**src/rtl/tta_pkg.sv**
```systemverilog
// shared types and constants of the thermistor temperature averager
// no dependencies; imported by every module of the block
package tta_pkg;

    localparam int SUM_WIDTH   = 48;
    localparam int COUNT_WIDTH = 32;

    localparam int DVD_W = 64;
    localparam int DVS_W = 48;

    localparam logic [29:0] LN2_Q30       = 30'd744261118;
    localparam logic [14:0] KELVIN_OFFSET = 15'd27315;
    localparam logic signed [15:0] T_MAX  = 16'sd32767;
    localparam logic signed [15:0] T_MIN  = -16'sd32768;

    typedef enum logic [2:0] {
        REG_DIVIDER_OHMS = 3'd0,
        REG_NOMINAL_OHMS = 3'd1,
        REG_BETA_KELVIN  = 3'd2,
        REG_NOMINAL_TEMP = 3'd3,
        REG_SUPPLY_MV    = 3'd4,
        REG_CALIB_OFFSET = 3'd5,
        REG_UPPER_LIMIT  = 3'd6,
        REG_LOWER_LIMIT  = 3'd7
    } reg_index_t;

    typedef struct packed {
        logic [12:0] probe_mv;
        logic [12:0] therm_mv;
    } sample_t;

    typedef struct packed {
        logic signed [15:0] probe_avg_centic;
        logic signed [15:0] therm_avg_centic;
        logic               bad_temp;
        logic               sample_fault;
    } result_t;

    // configuration as seen by the datapath, zero in a scale field already read as one
    typedef struct packed {
        logic [19:0]        divider_ohms;
        logic [19:0]        nominal_ohms;
        logic [13:0]        beta_kelvin;
        logic [15:0]        nominal_temp_centik;
        logic [12:0]        supply_mv;
        logic signed [13:0] calib_offset_centic;
        logic signed [15:0] upper_limit_centic;
        logic signed [15:0] lower_limit_centic;
    } cfg_t;

    // handshake between the output register and the sequencer
    typedef struct packed {
        logic start;
        logic res_free;
    } core_ctl_t;

endpackage

```
**src/rtl/tta_div.sv**
```systemverilog
// restoring divider, one quotient bit per cycle
// depends on tta_pkg for operand widths
module tta_div (
    input  logic                     clk,
    input  logic                     rst_n,
    input  logic                     start,
    input  logic [tta_pkg::DVD_W-1:0] dividend,
    input  logic [tta_pkg::DVS_W-1:0] divisor,
    output logic                     done,
    output logic [tta_pkg::DVD_W-1:0] quotient
);
    import tta_pkg::*;

    logic               busy_reg, busy_next;
    logic               done_reg, done_next;
    logic [6:0]         cnt_reg, cnt_next;
    logic [DVD_W-1:0]   q_reg, q_next;
    logic [DVS_W-1:0]   rem_reg, rem_next;
    logic [DVS_W-1:0]   dvs_reg, dvs_next;
    logic [DVS_W:0]     trial;

    // one shift and trial subtract per cycle
    always_comb
    begin
        busy_next = busy_reg;
        done_next = 1'b0;
        cnt_next  = cnt_reg;
        q_next    = q_reg;
        rem_next  = rem_reg;
        dvs_next  = dvs_reg;
        trial     = {rem_reg, q_reg[DVD_W-1]};
        if (start)
        begin
            busy_next = 1'b1;
            cnt_next  = '0;
            q_next    = dividend;
            rem_next  = '0;
            dvs_next  = divisor;
        end
        else if (busy_reg)
        begin
            if (trial >= {1'b0, dvs_reg})
            begin
                rem_next = DVS_W'(trial - {1'b0, dvs_reg});
                q_next   = {q_reg[DVD_W-2:0], 1'b1};
            end
            else
            begin
                rem_next = trial[DVS_W-1:0];
                q_next   = {q_reg[DVD_W-2:0], 1'b0};
            end
            cnt_next = cnt_reg + 7'd1;
            if (cnt_reg == 7'(DVD_W - 1))
            begin
                busy_next = 1'b0;
                done_next = 1'b1;
            end
        end
    end

    always_ff @(posedge clk or negedge rst_n)
    begin
        if (!rst_n)
        begin
            busy_reg <= 1'b0;
            done_reg <= 1'b0;
            cnt_reg  <= '0;
        end
        else
        begin
            busy_reg <= busy_next;
            done_reg <= done_next;
            cnt_reg  <= cnt_next;
        end
    end

    always_ff @(posedge clk)
    begin
        q_reg   <= q_next;
        rem_reg <= rem_next;
        dvs_reg <= dvs_next;
    end

    assign done     = done_reg;
    assign quotient = q_reg;

endmodule

```
**src/rtl/tta_core.sv**
```systemverilog
// sequencer with one shared multiplier: log2, Beta equation, sums and means
// depends on tta_pkg and tta_div
module tta_core (
    input  logic               clk,
    input  logic               rst_n,
    input  tta_pkg::core_ctl_t ctl,
    input  tta_pkg::sample_t   sample,
    input  tta_pkg::cfg_t      cfg,
    output logic               busy,
    output logic               res_valid,
    output tta_pkg::result_t   result
);
    import tta_pkg::*;

    typedef enum logic [3:0] {
        S_IDLE, S_NUM, S_DEN, S_NORM, S_SQ, S_LN, S_DD, S_N1, S_N2,
        S_TDIV, S_ACC, S_MEAN, S_MDIV, S_DONE
    } state_t;

    function automatic logic signed [15:0] sat16(input logic signed [SUM_WIDTH:0] v);
        logic signed [15:0] r;
        if (v > SUM_WIDTH'(32767)) r = T_MAX;
        else if (v < -(SUM_WIDTH+1)'(32768)) r = T_MIN;
        else r = v[15:0];
        return r;
    endfunction

    state_t                 state_reg, state_next;
    logic                   chan_reg, chan_next;
    logic                   which_reg, which_next;
    logic [12:0]            pv_reg, pv_next, tv_reg, tv_next;
    logic                   fault_reg, fault_next;
    logic [33:0]            x_reg, x_next;
    logic signed [6:0]      e_reg, e_next;
    logic [31:0]            m_reg, m_next;
    logic [4:0]             it_reg, it_next;
    logic [23:0]            frac_reg, frac_next;
    logic [29:0]            lgn_reg, lgn_next, lgd_reg, lgd_next;
    logic [29:0]            lnm_reg, lnm_next;
    logic                   neg_reg, neg_next;
    logic signed [48:0]     dd_reg, dd_next;
    logic [29:0]            tb_reg, tb_next;
    logic signed [15:0]     temp_reg, temp_next;
    logic signed [SUM_WIDTH-1:0] psum_reg, psum_next, tsum_reg, tsum_next;
    logic [COUNT_WIDTH-1:0] cnt_reg, cnt_next;
    logic signed [15:0]     pavg_reg, pavg_next, tavg_reg, tavg_next;
    logic                   sneg_reg, sneg_next;
    logic                   rv_reg, rv_next;
    result_t                res_reg, res_next;

    logic [31:0]            mul_a, mul_b;
    logic [63:0]            prod;
    logic [12:0]            v_cur;
    logic [33:0]            sq;
    logic signed [30:0]     dlog;
    logic [29:0]            mag;
    logic [63:0]            lnr;
    logic [44:0]            base;
    logic                   div_start, div_done;
    logic [DVD_W-1:0]       div_dvd, div_q;
    logic [DVS_W-1:0]       div_dvs;
    logic signed [SUM_WIDTH-1:0] sum_cur;
    logic [SUM_WIDTH-1:0]   sum_mag;
    logic signed [SUM_WIDTH:0]   sum_wide, mean_s, off_s;
    logic signed [42:0]     tk_s;
    logic signed [15:0]     avg_v;
    logic                   good;

    // shared multiplier
    assign prod = mul_a * mul_b;

    tta_div u_div (
        .clk      (clk),
        .rst_n    (rst_n),
        .start    (div_start),
        .dividend (div_dvd),
        .divisor  (div_dvs),
        .done     (div_done),
        .quotient (div_q)
    );

    assign v_cur   = chan_reg ? tv_reg : pv_reg;
    assign sum_cur = chan_reg ? tsum_reg : psum_reg;

    always_comb
    begin
        state_next = state_reg;
        chan_next  = chan_reg;
        which_next = which_reg;
        pv_next    = pv_reg;
        tv_next    = tv_reg;
        fault_next = fault_reg;
        x_next     = x_reg;
        e_next     = e_reg;
        m_next     = m_reg;
        it_next    = it_reg;
        frac_next  = frac_reg;
        lgn_next   = lgn_reg;
        lgd_next   = lgd_reg;
        lnm_next   = lnm_reg;
        neg_next   = neg_reg;
        dd_next    = dd_reg;
        tb_next    = tb_reg;
        temp_next  = temp_reg;
        psum_next  = psum_reg;
        tsum_next  = tsum_reg;
        cnt_next   = cnt_reg;
        pavg_next  = pavg_reg;
        tavg_next  = tavg_reg;
        sneg_next  = sneg_reg;
        rv_next    = 1'b0;
        res_next   = res_reg;
        mul_a      = '0;
        mul_b      = '0;
        div_start  = 1'b0;
        div_dvd    = '0;
        div_dvs    = '0;
        sq         = prod[63:30];
        dlog       = $signed({1'b0, lgn_reg}) - $signed({1'b0, lgd_reg});
        mag        = dlog[30] ? 30'(-dlog) : dlog[29:0];
        lnr        = prod + (64'd1 << 29);
        base       = {21'(cfg.beta_kelvin) * 21'd100, 24'd0};
        sum_mag    = sum_cur[SUM_WIDTH-1] ? SUM_WIDTH'(-sum_cur) : SUM_WIDTH'(sum_cur);
        sum_wide   = '0;
        mean_s     = '0;
        off_s      = '0;
        tk_s       = '0;
        avg_v      = '0;
        good       = 1'b0;

        unique case (state_reg)
            S_IDLE:
            begin
                if (ctl.start)
                begin
                    pv_next    = sample.probe_mv;
                    tv_next    = sample.therm_mv;
                    fault_next = (sample.probe_mv == '0) || (sample.therm_mv == '0) ||
                                 (sample.probe_mv >= cfg.supply_mv) ||
                                 (sample.therm_mv >= cfg.supply_mv);
                    chan_next  = 1'b0;
                    if (fault_next || (cnt_reg == '1))
                        state_next = S_MEAN;
                    else
                        state_next = S_NUM;
                end
            end
            // numerator resistance term
            S_NUM:
            begin
                mul_a      = {12'd0, cfg.divider_ohms};
                mul_b      = {19'd0, 13'(cfg.supply_mv - v_cur)};
                x_next     = prod[33:0];
                e_next     = 7'sd30;
                which_next = 1'b0;
                state_next = S_NORM;
            end
            // denominator resistance term
            S_DEN:
            begin
                mul_a      = {19'd0, v_cur};
                mul_b      = {12'd0, cfg.nominal_ohms};
                x_next     = prod[33:0];
                e_next     = 7'sd30;
                which_next = 1'b1;
                state_next = S_NORM;
            end
            // bring the top set bit to bit 30, one place a cycle
            S_NORM:
            begin
                if (x_reg[33:31] != 3'd0)
                begin
                    x_next = x_reg >> 1;
                    e_next = e_reg + 7'sd1;
                end
                else if (!x_reg[30])
                begin
                    x_next = x_reg << 1;
                    e_next = e_reg - 7'sd1;
                end
                else
                begin
                    m_next     = x_reg[31:0];
                    frac_next  = '0;
                    it_next    = '0;
                    state_next = S_SQ;
                end
            end
            // one fraction bit per squaring
            S_SQ:
            begin
                mul_a     = m_reg;
                mul_b     = m_reg;
                m_next    = sq[31] ? {1'b0, sq[31:1]} : sq[31:0];
                frac_next = {frac_reg[22:0], sq[31]};
                it_next   = it_reg + 5'd1;
                if (it_reg == 5'd23)
                begin
                    if (which_reg)
                    begin
                        lgd_next   = {e_reg[5:0], frac_next};
                        state_next = S_LN;
                    end
                    else
                    begin
                        lgn_next   = {e_reg[5:0], frac_next};
                        state_next = S_DEN;
                    end
                end
            end
            // natural log from the log2 difference
            S_LN:
            begin
                mul_a      = {2'd0, mag};
                mul_b      = {2'd0, LN2_Q30};
                lnm_next   = lnr[59:30];
                neg_next   = dlog[30];
                state_next = S_DD;
            end
            S_DD:
            begin
                mul_a = {16'd0, cfg.nominal_temp_centik};
                mul_b = {2'd0, lnm_reg};
                if (neg_reg)
                    dd_next = $signed({4'd0, base}) - $signed({3'd0, prod[45:0]});
                else
                    dd_next = $signed({4'd0, base}) + $signed({3'd0, prod[45:0]});
                state_next = S_N1;
            end
            S_N1:
            begin
                mul_a   = {16'd0, cfg.nominal_temp_centik};
                mul_b   = {18'd0, cfg.beta_kelvin};
                tb_next = prod[29:0];
                if (dd_reg <= 0)
                begin
                    temp_next  = T_MAX;
                    state_next = S_ACC;
                end
                else
                    state_next = S_N2;
            end
            S_N2:
            begin
                mul_a      = {2'd0, tb_reg};
                mul_b      = 32'd100;
                div_start  = 1'b1;
                div_dvd    = {3'd0, prod[36:0], 24'd0} + 64'(dd_reg[47:1]);
                div_dvs    = dd_reg[47:0];
                state_next = S_TDIV;
            end
            // kelvin to celsius with clamp
            S_TDIV:
            begin
                if (div_done)
                begin
                    if (div_q > (64'd1 << 40))
                        temp_next = T_MAX;
                    else
                    begin
                        tk_s = $signed({2'd0, div_q[40:0]}) - $signed({28'd0, KELVIN_OFFSET});
                        temp_next = sat16((SUM_WIDTH+1)'(tk_s));
                    end
                    state_next = S_ACC;
                end
            end
            // saturating accumulate
            S_ACC:
            begin
                sum_wide = $signed({sum_cur[SUM_WIDTH-1], sum_cur}) +
                           (SUM_WIDTH+1)'(temp_reg);
                if (sum_wide[SUM_WIDTH] != sum_wide[SUM_WIDTH-1])
                    sum_wide = sum_wide[SUM_WIDTH]
                        ? $signed({2'b11, {(SUM_WIDTH-1){1'b0}}})
                        : $signed({2'b00, {(SUM_WIDTH-1){1'b1}}});
                if (chan_reg)
                begin
                    tsum_next  = sum_wide[SUM_WIDTH-1:0];
                    cnt_next   = cnt_reg + 1'b1;
                    chan_next  = 1'b0;
                    state_next = S_MEAN;
                end
                else
                begin
                    psum_next  = sum_wide[SUM_WIDTH-1:0];
                    chan_next  = 1'b1;
                    state_next = S_NUM;
                end
            end
            // cumulative mean, rounded half away from zero
            S_MEAN:
            begin
                if (cnt_reg == '0)
                begin
                    avg_v = 16'(cfg.calib_offset_centic);
                    if (chan_reg)
                    begin
                        tavg_next  = avg_v;
                        state_next = S_DONE;
                    end
                    else
                    begin
                        pavg_next = avg_v;
                        chan_next = 1'b1;
                    end
                end
                else
                begin
                    div_start  = 1'b1;
                    div_dvd    = 64'(sum_mag) + 64'(cnt_reg >> 1);
                    div_dvs    = DVS_W'(cnt_reg);
                    sneg_next  = sum_cur[SUM_WIDTH-1];
                    state_next = S_MDIV;
                end
            end
            S_MDIV:
            begin
                if (div_done)
                begin
                    mean_s = $signed({1'b0, div_q[SUM_WIDTH-1:0]});
                    if (sneg_reg)
                        mean_s = -mean_s;
                    off_s = (SUM_WIDTH+1)'(sat16(mean_s)) +
                            (SUM_WIDTH+1)'(cfg.calib_offset_centic);
                    avg_v = sat16(off_s);
                    if (chan_reg)
                    begin
                        tavg_next  = avg_v;
                        state_next = S_DONE;
                    end
                    else
                    begin
                        pavg_next  = avg_v;
                        chan_next  = 1'b1;
                        state_next = S_MEAN;
                    end
                end
            end
            // window check and hand-off to the output register
            S_DONE:
            begin
                good = (pavg_reg < cfg.upper_limit_centic) &&
                       (pavg_reg >= cfg.lower_limit_centic) &&
                       (tavg_reg < cfg.upper_limit_centic) &&
                       (tavg_reg >= cfg.lower_limit_centic);
                if (ctl.res_free)
                begin
                    res_next.probe_avg_centic = pavg_reg;
                    res_next.therm_avg_centic = tavg_reg;
                    res_next.bad_temp         = !good;
                    res_next.sample_fault     = fault_reg;
                    rv_next    = 1'b1;
                    chan_next  = 1'b0;
                    state_next = S_IDLE;
                end
            end
            default: state_next = S_IDLE;
        endcase
    end

    always_ff @(posedge clk or negedge rst_n)
    begin
        if (!rst_n)
        begin
            state_reg <= S_IDLE;
            chan_reg  <= 1'b0;
            psum_reg  <= '0;
            tsum_reg  <= '0;
            cnt_reg   <= '0;
            rv_reg    <= 1'b0;
        end
        else
        begin
            state_reg <= state_next;
            chan_reg  <= chan_next;
            psum_reg  <= psum_next;
            tsum_reg  <= tsum_next;
            cnt_reg   <= cnt_next;
            rv_reg    <= rv_next;
        end
    end

    always_ff @(posedge clk)
    begin
        which_reg <= which_next;
        pv_reg    <= pv_next;
        tv_reg    <= tv_next;
        fault_reg <= fault_next;
        x_reg     <= x_next;
        e_reg     <= e_next;
        m_reg     <= m_next;
        it_reg    <= it_next;
        frac_reg  <= frac_next;
        lgn_reg   <= lgn_next;
        lgd_reg   <= lgd_next;
        lnm_reg   <= lnm_next;
        neg_reg   <= neg_next;
        dd_reg    <= dd_next;
        tb_reg    <= tb_next;
        temp_reg  <= temp_next;
        pavg_reg  <= pavg_next;
        tavg_reg  <= tavg_next;
        sneg_reg  <= sneg_next;
        res_reg   <= res_next;
    end

    assign busy      = (state_reg != S_IDLE);
    assign res_valid = rv_reg;
    assign result    = res_reg;

endmodule

```
**src/rtl/thermistor_temperature_averager_top.sv**
```systemverilog
// channel   | handshake              | payload
// sample    | sample_valid/stall     | probe_mv, therm_mv
// result    | result_valid/stall     | two averages, bad_temp, sample_fault
// config    | cfg_write_en           | cfg_index, cfg_data
// A good item takes per channel two log2 passes (normalize, 24 squarings)
// and one division, then one division per mean.
// A faulted item or a full count skips to the two means, with no division at count zero.
// Reset clears sums and count and restores the configuration defaults;
// sample_stall stays high until the result register can take the item.
module thermistor_temperature_averager_top (
    input  logic             clk,
    input  logic             rst_n,
    input  logic             sample_valid,
    output logic             sample_stall,
    input  tta_pkg::sample_t sample,
    output logic             result_valid,
    input  logic             result_stall,
    output tta_pkg::result_t result,
    input  logic             cfg_write_en,
    input  logic [2:0]       cfg_index,
    input  logic [19:0]      cfg_data
);
    import tta_pkg::*;

    logic [19:0]        div_ohms_reg, nom_ohms_reg;
    logic [13:0]        beta_reg;
    logic [15:0]        t0_reg;
    logic [12:0]        supply_reg;
    logic signed [13:0] offset_reg;
    logic signed [15:0] upper_reg, lower_reg;
    logic               rvalid_reg, rvalid_next;
    result_t            result_reg;
    cfg_t               cfg;
    core_ctl_t          ctl;
    logic               core_busy, core_valid;
    result_t            core_result;

    // configuration registers
    always_ff @(posedge clk or negedge rst_n)
    begin
        if (!rst_n)
        begin
            div_ohms_reg <= 20'd10000;
            nom_ohms_reg <= 20'd10000;
            beta_reg     <= 14'd3435;
            t0_reg       <= 16'd29815;
            supply_reg   <= 13'd5000;
            offset_reg   <= 14'sd900;
            upper_reg    <= 16'sd2000;
            lower_reg    <= 16'sd1000;
        end
        else if (cfg_write_en)
        begin
            unique case (reg_index_t'(cfg_index))
                REG_DIVIDER_OHMS: div_ohms_reg <= cfg_data;
                REG_NOMINAL_OHMS: nom_ohms_reg <= cfg_data;
                REG_BETA_KELVIN:  beta_reg     <= cfg_data[13:0];
                REG_NOMINAL_TEMP: t0_reg       <= cfg_data[15:0];
                REG_SUPPLY_MV:    supply_reg   <= cfg_data[12:0];
                REG_CALIB_OFFSET: offset_reg   <= cfg_data[13:0];
                REG_UPPER_LIMIT:  upper_reg    <= cfg_data[15:0];
                REG_LOWER_LIMIT:  lower_reg    <= cfg_data[15:0];
                default: ;
            endcase
        end
    end

    // zero in a scale register reads as one
    always_comb
    begin
        cfg.divider_ohms        = (div_ohms_reg == '0) ? 20'd1 : div_ohms_reg;
        cfg.nominal_ohms        = (nom_ohms_reg == '0) ? 20'd1 : nom_ohms_reg;
        cfg.beta_kelvin         = (beta_reg == '0) ? 14'd1 : beta_reg;
        cfg.nominal_temp_centik = (t0_reg == '0) ? 16'd1 : t0_reg;
        cfg.supply_mv           = supply_reg;
        cfg.calib_offset_centic = offset_reg;
        cfg.upper_limit_centic  = upper_reg;
        cfg.lower_limit_centic  = lower_reg;
    end

    assign sample_stall = core_busy;
    assign ctl.start    = sample_valid && !core_busy;
    assign ctl.res_free = !rvalid_reg || !result_stall;

    tta_core u_core (
        .clk       (clk),
        .rst_n     (rst_n),
        .ctl       (ctl),
        .sample    (sample),
        .cfg       (cfg),
        .busy      (core_busy),
        .res_valid (core_valid),
        .result    (core_result)
    );

    // output register
    always_comb
    begin
        rvalid_next = rvalid_reg;
        if (core_valid)
            rvalid_next = 1'b1;
        else if (!result_stall)
            rvalid_next = 1'b0;
    end

    always_ff @(posedge clk or negedge rst_n)
    begin
        if (!rst_n)
            rvalid_reg <= 1'b0;
        else
            rvalid_reg <= rvalid_next;
    end

    always_ff @(posedge clk)
    begin
        if (core_valid)
            result_reg <= core_result;
    end

    assign result_valid = rvalid_reg;
    assign result       = result_reg;

endmodule

```
**config.mk**
```make
export PLATFORM = sky130hd
export DESIGN_NAME = thermistor_temperature_averager_top
export DESIGN_NICKNAME = d
export VERILOG_FILES = /design/src/rtl/tta_pkg.sv /design/src/rtl/tta_div.sv /design/src/rtl/tta_core.sv /design/src/rtl/thermistor_temperature_averager_top.sv
export SDC_FILE = /design/constraint.sdc
export NUM_CORES = 2
export LEC_CHECK = 0
export BUFFER_PORTS_ARGS = -buffer_cell sky130_fd_sc_hd__buf_4
export CAP_MARGIN = 20
export CORE_UTILIZATION = 50
export CTS_BUF_LIST = sky130_fd_sc_hd__clkbuf_16
export DETAILED_ROUTE_END_ITERATION = 10
export GPL_TIMING_DRIVEN = 0
export PLACE_DENSITY = 0.65
export SLEW_MARGIN = 20
export SYNTH_ARGS = -nofsm -noshare
export SYNTH_HDL_FRONTEND = slang
export SYNTH_SLANG_ARGS = --single-unit
```
**constraint.sdc**
```tcl
create_clock -name clk -period 18.55 [get_ports clk]
set_clock_uncertainty 0.15 [all_clocks]
set_input_delay 5.565 -clock clk [delete_from_list [all_inputs] [get_ports clk]]
set_output_delay 5.565 -clock clk [all_outputs]
set_load 0.01 [all_outputs]
```
==> run_results.csv <==
group,metric,value,unit
logic_synthesis,synthTopCellsByArea,"fa_1 (20%), edfxtp_1 (17%), ha_1 (8.9%)",
run_status,status,"complete, no violations",
final_layout,num-fill-cells,16576,
worst_setup_path,crit_path_max_incr_delay,0.91,ns
worst_setup_path,path_common_cell,"fa_1",
worst_setup_path,regToRegSetupSlack,0.47,ns
sta,slew_headroom,13.6,%
logic_synthesis,synth_largest_area_cell,"fa_1",
worst_setup_path,reg2reg_to,"u_core.dd_reg[44]",
worst_setup_path,ff2ff_path_depth,51,
hold_path,hold_end,"result[27]",
floorplan,die_h,429,um
logic_synthesis,synth_top_family_by_area,"adder cells",
clock_network,cts_made_buffers,98,
logic_synthesis,synth-simple-area-share,15.1,%
floorplan,placementRows,156,
sta,setup_violations,0,
clock_network,cts.clk_slew.worst_paths,0.06,ns
pwr,p_per_area,68.7,nW/um^2
grt,grt_overflow,0,
logic_synthesis,synth_xor_area_share,4.98,%
clock_network,tritoncts,"done",
detailed_routing,via_count,79353,
sta,drv_slew,0,
grt,grtUsageTotal,39.9,%
logic_synthesis,ys.flop_type,"edfxtp_1",
sta,finalHoldViolCount,0,
grt,grt_pass1_vias,76741,
sta,timing.fmax,55.3,MHz
logic_synthesis,syn_nets,11585,
detailed_routing,finalWirelength,371000,um
sta,finalCriticalPeriod,18.08,ns
worst_setup_path,slowest_stage,"mux2i_1",
worst_setup_path,required,18.88,ns
worst_setup_path,start_kind,"flip-flop",
final_layout,drive_gt1_share,8.08,%
grt,antenna_found_initial,27,
hold_path,holdPathStages,0,
final_layout,area_growth,9.54,%
logic_synthesis,synth_area,91100,sq um
detailed_routing,drtPass1Iterations,10,
detailed_routing,wl_per_cell,29.1,um
floorplan,dieArea,184000,sq um
sta,hold_slack,0.252,ns
floorplan,die_w,429,um
logic_synthesis,async_flop_share,32.2,%
final_layout,largest_reg_flops,64,
logic_synthesis,synth_compound_area_share,14.0,%
logic_synthesis,synth_edf_count,526,
logic_synthesis,ys_warn_count,0,
placed_design,placed_cells,12510,
detailed_routing,routed_via_density,6.24,
logic_synthesis,synth_seq_cells,847,
sta,rsz0062_at_grt,"false",
grt,grt_max_degree,98,
detailed_routing,route.detailed.drc,0,
logic_synthesis,synth_fa_ha_area_share,29.0,%
logic_synthesis,seq_area_frac_synth,26.0,%
clock_network,max-clock-path-buffers,3,
pwr,ir_drop,0.114,mV
floorplan,start_util,50.4,%
worst_setup_path,r2r-start,"u_core.chan_reg",
final_layout,final_cell_mix,"inv_1 (1373), nand2_1 (1203), fa_1 (913), nor2_1 (722), ha_1 (646)",
worst_setup_path,arrival,18.41,ns
placed_design,portBuffers,86,
clock_network,cts_setup_buffers,0,
pwr,leakagePower,44.7,nW
placed_design,place_congestion,1.04,
logic_synthesis,yosysTopAreaCellShare,20.1,%
sta,fin_crit_sh,97.5,%
grt,grt_pass1_wl,533000,um
placed_design,dp_hpwl,305000,um
logic_synthesis,synth.avg_cell_area,9.13,sq um
final_layout,finalNonFillerCells,12714,
hold_path,min_path_type,"flip-flop to flip-flop",
detailed_routing,drtIter0Drc,9305,
final_layout,final_util,55.2,%
clock_network,htreeDepth,3,
worst_setup_path,crit_path_end_kind,"flip-flop",
worst_setup_path,cp_max_fo,10,
worst_setup_path,crit_type,"flip-flop to flip-flop",
sta,worstMarginPinSlew,1.30,ns
clock_network,clk_latency,0.77,ns
logic_synthesis,synthCells,9972,
detailed_routing,drtAntennaViolNets,0,
job,drv_cap,0,
clock_network,cts-root-buf,"clkbuf_16",
clock_network,cts_sinks,847,
hold_path,hold_start,"u_core.result[27]",
floorplan,core_area,181000,sq um
floorplan,io-pin-count,90,
logic_synthesis,muxShareOfSynthArea,3.14,%
final_layout,final_common_cell,"inv_1",
final_layout,nets,11855,
logic_synthesis,synthDistinctLibCells,132,
## critical path: cells and delay by family, from the launching register on
kind,cells,cell delay [ns]
multiplexers,1,0.91
buffers and inverters,15,4.88
adder cells (fa/ha/maj),11,5.33
AND/OR/NAND/NOR,7,0.95
flip-flops,1,0.54
AO/OA/AOI/OAI,14,3.82
XOR/XNOR,3,1.16
## metrics by stage
step / instance area, sq um / setup slack [ns] / power [mW] / setup TNS [ns]
finish: 99700 / 0.470 / 6.86 / 0
global route: 99700 / 0.000767 / 7.17 / 0
CTS: 99600 / 0.311 / 6.83 / 0
detailed placement: 96200 / -0.147 / 4.73 / -0.348
global placement: 94700 / -1.42 / 4.71 / -26.29
floorplan: 91100 / 5.17 / 4.00 / 0
## area by class of cell
cell class                      count  area (sq um)  area share (%)
Clock buffer                       98          2450            2.46
Inverter                         1363          5120            5.13
Tap cell                         2370          2970            2.97
Buffer                            505          2040            2.04
Sequential cell                   847         23700            23.7
Clock inverter                     88           986           0.988
Timing Repair Buffer              171          1730            1.73
Antenna cell                       16          40.0          0.0401
Multi-Input combinational cell   7256         60800            60.9
## Yosys cell counts (all sizes together) (51+ instances only)
cell / instances
inv: 1358
nand2: 1204
fa: 913
nor2: 725
ha: 646
o21ai: 546
edfxtp: 526
a21oi: 504
clkbuf: 433
xnor2: 332
dfrtp: 224
a21o: 201
xor2: 181
mux2: 175
nand3: 155
nor3: 144
nand4: 101
and3: 100
mux2i: 89
nor4: 86
and2: 84
nand2b: 76
buf: 73
o21a: 68
nor2b: 62
a31oi: 52
nor3b: 51
o31ai: 51
## what timing repair did
item,4_1_cts,5_1_grt
resized for setup,2,3
hold buffers,0,0
endpoints found under the setup margin,5,9
## logic make-up after synthesis
group                      count (synthesis)
and+or+nand+nor                         2952
xor gates and xnor gates                 513
DFF                                      847
muxes                                    264
adders and majority gates               1568
AOI/OAI and AO/OA                       1959
buffers and inverters                   1869
## how the worst max path moves through the flow
stage	startpoint	to	slack (ns)	depth (start not counted)
floorplan	u_core.chan_reg	u_core.dd_reg[45]	5.17	52
global placement	u_core.chan_reg	u_core.dd_reg[44]	-1.42	42
detailed placement	u_core.chan_reg	u_core.dd_reg[45]	-0.15	52
CTS	u_core.chan_reg	u_core.dd_reg[44]	0.31	54
global route	u_core.chan_reg	u_core.dd_reg[44]	0.0008	52
finish	u_core.chan_reg	u_core.dd_reg[44]	0.47	51
## power by group
part | total [mW] | switching [mW] | internal (mW) | leakage, nW
registers | 2.31 | 0.133 | 2.18 | 8.70
logic | 2.46 | 1.56 | 0.900 | 34.2
clock network | 2.09 | 0.901 | 1.19 | 1.72
total | 6.86 | 2.59 | 4.26 | 44.7
## per-layer routing
metal	track usage (%)	part of all wire, %
met2	57.0	41
met4	15.7	4.7
met5	0	0.019
met3	11.1	12
met1	57.0	42
(Power assumes the default switching activity.)
